**config.mk**
```make
export PLATFORM = sky130hd
export DESIGN_NAME = circular_moving_average
export DESIGN_NICKNAME = d
export VERILOG_FILES = /design/src/cma_pkg.sv /design/src/circular_moving_average.sv
export SDC_FILE = /design/constraint.sdc
export NUM_CORES = 2
export LEC_CHECK = 0
export ABC_AREA = 0
export BUFFER_PORTS_ARGS = -buffer_cell sky130_fd_sc_hd__clkbuf_2
export CELL_PAD_IN_SITES_DETAIL_PLACEMENT = 1
export CELL_PAD_IN_SITES_GLOBAL_PLACEMENT = 1
export CORE_MARGIN = 3
export CORE_UTILIZATION = 61
export CTS_CLUSTER_DIAMETER = 80
export DETAILED_ROUTE_END_ITERATION = 12
export GPL_TIMING_DRIVEN = 1
export PLACE_DENSITY_LB_ADDON = 0.1
export SLEW_MARGIN = 20
export SYNTH_ARGS = -nofsm -noshare
export SYNTH_HDL_FRONTEND = slang
export SYNTH_SLANG_ARGS = --single-unit
```
**constraint.sdc**
```tcl
create_clock -name clk -period 14.4 [get_ports clk]
set_clock_uncertainty 0.2 [all_clocks]
set_input_delay 0.72 -clock clk [delete_from_list [all_inputs] [get_ports clk]]
set_output_delay 0.72 -clock clk [all_outputs]
set_load 0.1 [all_outputs]
```
**src/cma_pkg.sv**
```systemverilog
`default_nettype none

package cma_pkg;

  // Storage sizing
  localparam int MAX_POINTS  = 256;
  localparam int SAMPLE_BITS = 16;

  // Field and register widths
  localparam int IDX_W = 8;
  localparam int CNT_W = 9;
  localparam int HW_W  = 7;
  // Window length 2*h+1 with h up to 2^HW_W-1
  localparam int LEN_W = HW_W + 1;
  // Window sum never exceeds (2^LEN_W - 1) samples
  localparam int SUM_W = SAMPLE_BITS + LEN_W;
  localparam int DIV_CNT_W = $clog2(SUM_W);
  localparam int ADDR_W = $clog2(MAX_POINTS);

  // Configuration register map
  localparam int CFG_IDX_W = 1;
  localparam int CFG_DATA_W = 9;
  typedef enum logic [CFG_IDX_W-1:0] {
    CFG_POINT_COUNT = 1'b0,
    CFG_HALF_WIDTH  = 1'b1
  } cfg_reg_t;

  // Input transaction kinds
  localparam logic KIND_LOAD = 1'b0;
  localparam logic KIND_READ = 1'b1;

  typedef struct packed {
    logic                   kind;
    logic [IDX_W-1:0]       index;
    logic [SAMPLE_BITS-1:0] sample;
  } in_t;

  typedef struct packed {
    logic [IDX_W-1:0]       index_out;
    logic [SAMPLE_BITS-1:0] average;
    logic                   bad_index;
  } out_t;

endpackage

`default_nettype wire

```
**src/circular_moving_average.sv**
```systemverilog
`default_nettype none

// Circular boxcar smoother over a ring of up to 256 Q12.4 samples.
// Input channel (in_valid/in_stall/in_data): a load transaction writes
// in_data.sample at in_data.index; a read transaction returns the mean of the
// 2*h+1 samples centered at the index, wrapping around the ring. Loads at an
// index not below point_count (min 1) are dropped; such reads get bad_index=1.
// Config channel (cfg_valid/cfg_ready/cfg_index/cfg_data) writes point_count
// (index 0) and half_width (index 1); write it only while the block is idle.
// A read issues one window sample per cycle through the single sample RAM
// read port, adds the last sample and hands over to a one-bit-per-cycle
// restoring divider, then moves the result into the output register. A
// bad-index read skips summing and division and goes straight to done.
// in_stall is high while a read is in progress. The result sits in an output
// register; a load may be accepted while it waits, a new read finishes its
// work and then holds in the done state until out_stall lets the previous
// result go. Reset sets point_count to 256 and half_width to 0 and empties
// the output; the sample RAM is not cleared and must be loaded before read.
module circular_moving_average (
  input  wire logic                           clk,
  input  wire logic                           rst_n,
  input  wire logic                           in_valid,
  output logic                                in_stall,
  input  wire cma_pkg::in_t                   in_data,
  output logic                                out_valid,
  input  wire logic                           out_stall,
  output cma_pkg::out_t                       out_data,
  input  wire logic                           cfg_valid,
  output logic                                cfg_ready,
  input  wire logic [cma_pkg::CFG_IDX_W-1:0]  cfg_index,
  input  wire logic [cma_pkg::CFG_DATA_W-1:0] cfg_data
);

  typedef enum logic [3:0] {
    ST_IDLE = 4'b0001,
    ST_SUM  = 4'b0010,
    ST_DIV  = 4'b0100,
    ST_DONE = 4'b1000
  } state_t;

  state_t state_r, state_nxt;

  logic [cma_pkg::CNT_W-1:0]       point_count_r;
  logic [cma_pkg::HW_W-1:0]        half_width_r;

  logic [cma_pkg::SAMPLE_BITS-1:0] mem [cma_pkg::MAX_POINTS];
  logic [cma_pkg::SAMPLE_BITS-1:0] rd_data_r;

  logic [cma_pkg::ADDR_W-1:0]      pos_r, pos_nxt;
  logic [cma_pkg::LEN_W-1:0]       issue_left_r, issue_left_nxt;
  logic                            rd_pend_r, rd_pend_nxt;
  logic [cma_pkg::LEN_W-1:0]       len_r, len_nxt;
  logic [cma_pkg::CNT_W-1:0]       n_r, n_nxt;
  logic [cma_pkg::SUM_W-1:0]       acc_r, acc_nxt;
  logic [cma_pkg::LEN_W:0]         rem_r, rem_nxt;
  logic [cma_pkg::DIV_CNT_W-1:0]   div_cnt_r, div_cnt_nxt;
  logic [cma_pkg::IDX_W-1:0]       res_idx_r, res_idx_nxt;
  logic                            res_bad_r, res_bad_nxt;

  logic                            out_valid_r, out_valid_nxt;
  cma_pkg::out_t                   out_data_r, out_data_nxt;

  logic                            in_acc, out_take, mem_we;
  logic [cma_pkg::CNT_W-1:0]       n_eff;
  logic [cma_pkg::HW_W-1:0]        h_eff;
  logic                            bad;
  logic [cma_pkg::CNT_W-1:0]       start_pos, pos_inc;
  logic [cma_pkg::LEN_W:0]         trial;

  // Configuration port always ready; user must write it while idle, not enforced
  assign cfg_ready = 1'b1;

  always_ff @(posedge clk) begin
    if (!rst_n) begin
      point_count_r <= cma_pkg::CNT_W'(cma_pkg::MAX_POINTS);
      half_width_r  <= '0;
    end else if (cfg_valid && cfg_ready) begin
      unique case (cma_pkg::cfg_reg_t'(cfg_index))
        cma_pkg::CFG_POINT_COUNT: point_count_r <= cfg_data[cma_pkg::CNT_W-1:0];
        cma_pkg::CFG_HALF_WIDTH:  half_width_r  <= cfg_data[cma_pkg::HW_W-1:0];
        default: ;
      endcase
    end
  end

  // Effective ring size and window half width
  always_comb begin
    if (point_count_r == '0) begin
      n_eff = cma_pkg::CNT_W'(1);
    end else if (point_count_r > cma_pkg::CNT_W'(cma_pkg::MAX_POINTS)) begin
      n_eff = cma_pkg::CNT_W'(cma_pkg::MAX_POINTS);
    end else begin
      n_eff = point_count_r;
    end
    if ({{(cma_pkg::CNT_W-cma_pkg::HW_W){1'b0}}, half_width_r} > n_eff - 1'b1) begin
      h_eff = (n_eff - 1'b1) >= cma_pkg::CNT_W'(1 << cma_pkg::HW_W)
            ? '1 : cma_pkg::HW_W'(n_eff - 1'b1);
    end else begin
      h_eff = half_width_r;
    end
  end

  assign bad = {{(cma_pkg::CNT_W-cma_pkg::IDX_W){1'b0}}, in_data.index} >= n_eff;

  // First window position: index - h, wrapped once
  always_comb begin
    if (in_data.index >= {{(cma_pkg::IDX_W-cma_pkg::HW_W){1'b0}}, h_eff}) begin
      start_pos = cma_pkg::CNT_W'(in_data.index) - cma_pkg::CNT_W'(h_eff);
    end else begin
      start_pos = cma_pkg::CNT_W'(in_data.index) + n_eff - cma_pkg::CNT_W'(h_eff);
    end
  end

  assign pos_inc  = cma_pkg::CNT_W'(pos_r) + 1'b1;
  assign in_stall = (state_r != ST_IDLE);
  assign in_acc   = in_valid && !in_stall;
  assign out_take = out_valid_r && !out_stall;
  assign mem_we   = in_acc && (in_data.kind == cma_pkg::KIND_LOAD) && !bad;

  // Sample RAM: one write port, one registered read port
  always_ff @(posedge clk) begin
    if (mem_we) begin
      mem[in_data.index[cma_pkg::ADDR_W-1:0]] <= in_data.sample;
    end
    if (state_r == ST_SUM && issue_left_r != '0) begin
      rd_data_r <= mem[pos_r];
    end
  end

  // Divider trial subtraction
  assign trial = {rem_r[cma_pkg::LEN_W-1:0], acc_r[cma_pkg::SUM_W-1]};

  // Sequencer
  always_comb begin
    state_nxt      = state_r;
    pos_nxt        = pos_r;
    issue_left_nxt = issue_left_r;
    rd_pend_nxt    = 1'b0;
    len_nxt        = len_r;
    n_nxt          = n_r;
    acc_nxt        = acc_r;
    rem_nxt        = rem_r;
    div_cnt_nxt    = div_cnt_r;
    res_idx_nxt    = res_idx_r;
    res_bad_nxt    = res_bad_r;
    out_valid_nxt  = out_take ? 1'b0 : out_valid_r;
    out_data_nxt   = out_data_r;

    unique case (state_r)
      ST_IDLE: begin
        if (in_acc && in_data.kind == cma_pkg::KIND_READ) begin
          res_idx_nxt    = in_data.index;
          res_bad_nxt    = bad;
          pos_nxt        = start_pos[cma_pkg::ADDR_W-1:0];
          len_nxt        = {h_eff, 1'b1};
          issue_left_nxt = {h_eff, 1'b1};
          n_nxt          = n_eff;
          acc_nxt        = '0;
          rem_nxt        = '0;
          state_nxt      = bad ? ST_DONE : ST_SUM;
        end
      end
      ST_SUM: begin
        // One RAM read issued per cycle, accumulated in the following cycle
        if (issue_left_r != '0) begin
          issue_left_nxt = issue_left_r - 1'b1;
          rd_pend_nxt    = 1'b1;
          pos_nxt        = (pos_inc == n_r) ? '0 : pos_inc[cma_pkg::ADDR_W-1:0];
        end
        if (rd_pend_r) begin
          acc_nxt = acc_r + cma_pkg::SUM_W'(rd_data_r);
        end
        if (issue_left_r == '0 && !rd_pend_r) begin
          div_cnt_nxt = cma_pkg::DIV_CNT_W'(cma_pkg::SUM_W - 1);
          state_nxt   = ST_DIV;
        end
      end
      ST_DIV: begin
        // Restoring division, one quotient bit per cycle into acc
        if (trial >= {1'b0, len_r}) begin
          rem_nxt = trial - {1'b0, len_r};
          acc_nxt = {acc_r[cma_pkg::SUM_W-2:0], 1'b1};
        end else begin
          rem_nxt = trial;
          acc_nxt = {acc_r[cma_pkg::SUM_W-2:0], 1'b0};
        end
        div_cnt_nxt = div_cnt_r - 1'b1;
        if (div_cnt_r == '0) begin
          state_nxt = ST_DONE;
        end
      end
      ST_DONE: begin
        // Wait for the output register to be free
        if (!out_valid_r || out_take) begin
          out_valid_nxt          = 1'b1;
          out_data_nxt.index_out = res_idx_r;
          out_data_nxt.average   = res_bad_r ? '0 : acc_r[cma_pkg::SAMPLE_BITS-1:0];
          out_data_nxt.bad_index = res_bad_r;
          state_nxt              = ST_IDLE;
        end
      end
      default: state_nxt = ST_IDLE;
    endcase
  end

  // Control registers
  always_ff @(posedge clk) begin
    if (!rst_n) begin
      state_r      <= ST_IDLE;
      rd_pend_r    <= 1'b0;
      issue_left_r <= '0;
      out_valid_r  <= 1'b0;
    end else begin
      state_r      <= state_nxt;
      rd_pend_r    <= rd_pend_nxt;
      issue_left_r <= issue_left_nxt;
      out_valid_r  <= out_valid_nxt;
    end
  end

  // Datapath registers
  always_ff @(posedge clk) begin
    pos_r      <= pos_nxt;
    len_r      <= len_nxt;
    n_r        <= n_nxt;
    acc_r      <= acc_nxt;
    rem_r      <= rem_nxt;
    div_cnt_r  <= div_cnt_nxt;
    res_idx_r  <= res_idx_nxt;
    res_bad_r  <= res_bad_nxt;
    out_data_r <= out_data_nxt;
  end

  assign out_valid = out_valid_r;
  assign out_data  = out_data_r;

`ifndef SYNTHESIS
  // Bad-index read skips summing and division
  a_bad_skips: assert property (@(posedge clk) disable iff (!rst_n)
    in_acc && in_data.kind == cma_pkg::KIND_READ && bad |=> state_r == ST_DONE)
    else $error("bad-index read did not go straight to done");

  // Summing ends once all reads are issued and returned
  a_sum_ends: assert property (@(posedge clk) disable iff (!rst_n)
    state_r == ST_SUM && issue_left_r == '0 && !rd_pend_r |=> state_r == ST_DIV)
    else $error("summing did not hand over to the divider");

  // After division the remainder is below the window length
  a_rem_range: assert property (@(posedge clk) disable iff (!rst_n)
    state_r == ST_DONE && !res_bad_r |-> rem_r < {1'b0, len_r})
    else $error("divider remainder out of range");

  // The mean never exceeds a sample, so the quotient fits the output field
  a_quot_fits: assert property (@(posedge clk) disable iff (!rst_n)
    state_r == ST_DONE && !res_bad_r |-> acc_r[cma_pkg::SUM_W-1:cma_pkg::SAMPLE_BITS] == '0)
    else $error("window mean overflows the sample width");

  // A load never starts the sequencer
  a_load_idle: assert property (@(posedge clk) disable iff (!rst_n)
    in_acc && in_data.kind == cma_pkg::KIND_LOAD |=> state_r == ST_IDLE)
    else $error("load transaction left the idle state");
`endif

endmodule

`default_nettype wire
```
==> key figures <==
Yosys
  • Post-synth top flop: edfxtp_1
  • Mapped Cells: 7,573
  • EDFF count, synth: 4,207
  • Yosys cell types: 76
  • Top cell type's share of synthesized area: 76.4%
  • Yosys top cell by area: edfxtp_1
  • Synth async-reset ratio: 0%
  • Synth top area cells: edfxtp_1, mux4_2, mux2i_1
  • Syn nets: 7,675
  • Synth Register Bits: 4,237
  • Post-Syn Area per Cell: 21.8 um2
  • Synth warn: 0
  • Seq/Total Area, Yosys: 76.8%
  • Top-count cell post-synth: edfxtp_1
  • Commonest cells in the netlist: edfxtp_1, mux4_2, nor2_1, mux2i_1, clkbuf_1
  • Synthesized area: 165,000 um2

Final layout
  • Nets: 8,089
  • Layout overhead on the synthesized area: 12.1%
  • # fillers: 20,500
  • Final Util: 68.9%
  • Layout cells sized above 1: 26.1%

Critical path
  • Reg2Reg Depth: 26
  • Crit-path max cell delay: 570 ps
  • Setup CP Type: reg2reg
  • Crit path max-delay cell type: fa_1
  • Element type at the critical path start: flop
  • R2r startpoint: point_count_r[0]
  • Crit. End Element: flop
  • Worst EP required: 14,880 ps
  • R2R setup slack: 7830 ps
  • Arr. time, crit path: 7050 ps
  • CP Max Fanout: 14
  • RR Endpoint: pos_r[7]

Timing
  • Min Tclk post-route: 6570 ps
  • Final worst path period share: 45.6%
  • RSZ-0062 raised after global routing: false
  • Hold slack final: 35.8 ps
  • Worst Tran Pin Value: 1230 ps
  • Final worst slack: 7830 ps
  • Final hold violation count: 0
  • Max_slew headroom: 18.0%
  • Fin. max-slew vios: 0
  • Setup violations, final: 0
  • Fmax: 0.152 GHz
  • Setup_tns: 0 ps

Routing
  • Routed wire length: 464,000 um
  • Routed wire per std cell: 39.0 um
  • Vias per Instance: 7.05
  • Initial drt markers: 13,100
  • Post-route antenna net violation count: 0
  • DRC Markers: 0
  • First drt pass iteration count: 6
  • Vias: 83,900

Power and ir drop
  • Overall Power: 28.6 mW
  • Switch Pwr: 7.23 mW
  • Int Power: 21.4 mW
  • Combinational Power Share: 14.1%
  • Maximum vdd drop: 149 uV
  • PwrDens: 154 nW/um2
  • Switching share of total power: 25.3%
  • Clock share of power: 38.1%
  • Flop pwr share: 47.7%
  • Leakage dissipation: 59.0 nW

Placed design
  • Final HPWL DP: 269,000 um
  • Port bufs: 66
  • Gpl congestion: 0.857
  • Pre-CTS WS: 7990 ps

Floorplan
  • Core region area: 269,000 um2
  • Die Height: 527 um
  • Die area: 277,000 um2
  • # rows: 190
  • Initial Util: 61.5%
  • Die X: 527 um
  • I/O pins: 68

Hold path
  • Hold path cells: 1
  • Hold wc startpoint: in_data[2]
  • Hold Path Sink: mem[108][2]
  • HP Class: in2reg

Status
  • Status: complete, no violations

GRT
  • Remaining global-route overflow: 0
  • Largest net degree at the start of global routing: 141
  • All-layer global routing usage: 33.8%
  • Initial antenna violation count: 38
  • Vias in the first global route: 86,200
  • First-pass GRT wire length: 665,000 um

Clock tree
  • Worst skew pair latency: 950 ps
  • Post-CTS Setup Inserts: 0
  • Root Driver: clkbuf_16
  • Total CTS buffers: 417
  • CTS max path bufs: 4
  • CTS Hold Bufs: 21
  • Clk pin slew, worst setup/hold paths: 70 ps
  • H-tree depth: 5
  • Clock sinks: 4,237
  • TritonCTS clock tree: done
  • Gates resized, CTS repair: 0

Run
  • # Max-Cap Violations: 0
==> how the worst max path moves through the flow <==
stage                     endpoint  cells after the start             start
after floorplan           pos_r[7]                     28  point_count_r[4]
after global routing      pos_r[7]                     26  point_count_r[0]
after global placement    pos_r[7]                     26  point_count_r[0]
after detailed placement  pos_r[7]                     26  point_count_r[5]
after CTS                 pos_r[7]                     26  point_count_r[5]
final                     pos_r[7]                     26  point_count_r[0]
==> per-stage QoR <==
step | cells | instance area (um2)
2_1_floorplan | 7573 | 165000
6_report | 11900 | 185000
5_1_grt | 11900 | 185000
4_1_cts | 11900 | 185000
3_3_place_gp | 11100 | 171000
3_5_place_dp | 11100 | 171000
==> power groups by stage <==
stage          sequential [mW]  clock [mW]  combinational, mW
2_1_floorplan             13.9           0               2.32
3_3_place_gp              13.9           0               3.88
3_5_place_dp              13.9           0               3.97
4_1_cts                   13.7        11.0               4.01
5_1_grt                   13.7        11.5               4.17
6_report                  13.7        10.9               4.05
==> logic make-up (layout without fill, tap and decap cells) <==
kind of cell,Yosys count,in the layout,share of synthesized area [%]
mux,1443,1443,16.9
xor+xnor,52,52,0.275
flops,4237,4237,76.8
other cells,1,15,0.00227
compound gates,596,596,2.53
simple gates,678,678,1.76
fa+ha+maj,64,64,0.524
buf+inv,502,1261,1.20
==> cell type report <==
| cell class | instances | area (um2) | area share, % |
|---|---|---|---|
| Tap cell | 3552 | 4440 | 2.40 |
| Timing Repair Buffer | 443 | 3600 | 1.94 |
| Multi-Input combinational cell | 2834 | 36600 | 19.7 |
| Clock buffer | 492 | 10800 | 5.84 |
| Sequential cell | 4237 | 127000 | 68.5 |
| Antenna cell | 14 | 35.0 | 0.0189 |
| Inverter | 54 | 215 | 0.116 |
| Clock inverter | 272 | 2750 | 1.48 |
==> placed cells by master, fill, tap and decap left out, types with 16 or more instances in the layout <==
cell type      netlist  routed
clkbuf_16            0     422
nand2_1            147     146
clkbuf_1           291      70
nor3_1              18      18
dlygate4sd3_1        0      22
mux2i_1            361     361
clkinv_1             0      93
a21o_1              25      25
edfxtp_1          4207    4207
a21oi_1            151     149
clkinv_2             0      88
xor2_1              25      25
inv_1               52      50
a21boi_0            18      18
o21ai_0             46      46
buf_4                4     334
xnor2_1             27      27
bufinv_16            0      49
clkbuf_2             0      50
nor2_2               0      19
ha_1                53      53
nand3_1             38      37
nor2_1             372     348
buf_8                0      16
o221ai_1           172     172
dfxtp_1             30      30
o22ai_1             75      75
a31oi_1             24      24
mux4_2            1081    1081
nor2b_1             32      32
==> sequential cells by signal, indices dropped and copies added (netlist names), 4 cells and up <==
signal         cells
mem             4096
out_data          25
acc_r             24
rd_data_r         16
n_r                9
point_count_r      9
issue_left_r       8
pos_r              8
rem_r              8
res_idx_r          8
half_width_r       7
len_r              7
div_cnt_r          5
state_r            4
==> critical path, delay by kind of cell (launching register included) <==
family                     cells  cell delay, ps
AOI/OAI and AO/OA             14            2840
xor gates and xnor gates       1             110
adders and majority gates      4            1430
buffers and inverters          2             250
DFF                            1             420
and+or+nand+nor                5            1040
==> per-layer routing <==
metal / up-vias / track usage, % / wire length [um]
met1: 44800 / 49.8 / 174000
met4: 20 / 11.3 / 17300
met2: 5435 / 52.6 / 223000
met3: 834 / 6.03 / 50000
met5: - / 0 / 156
li1: 32800 / - / -
No activity file was read; power rests on OpenSTA's default activity.
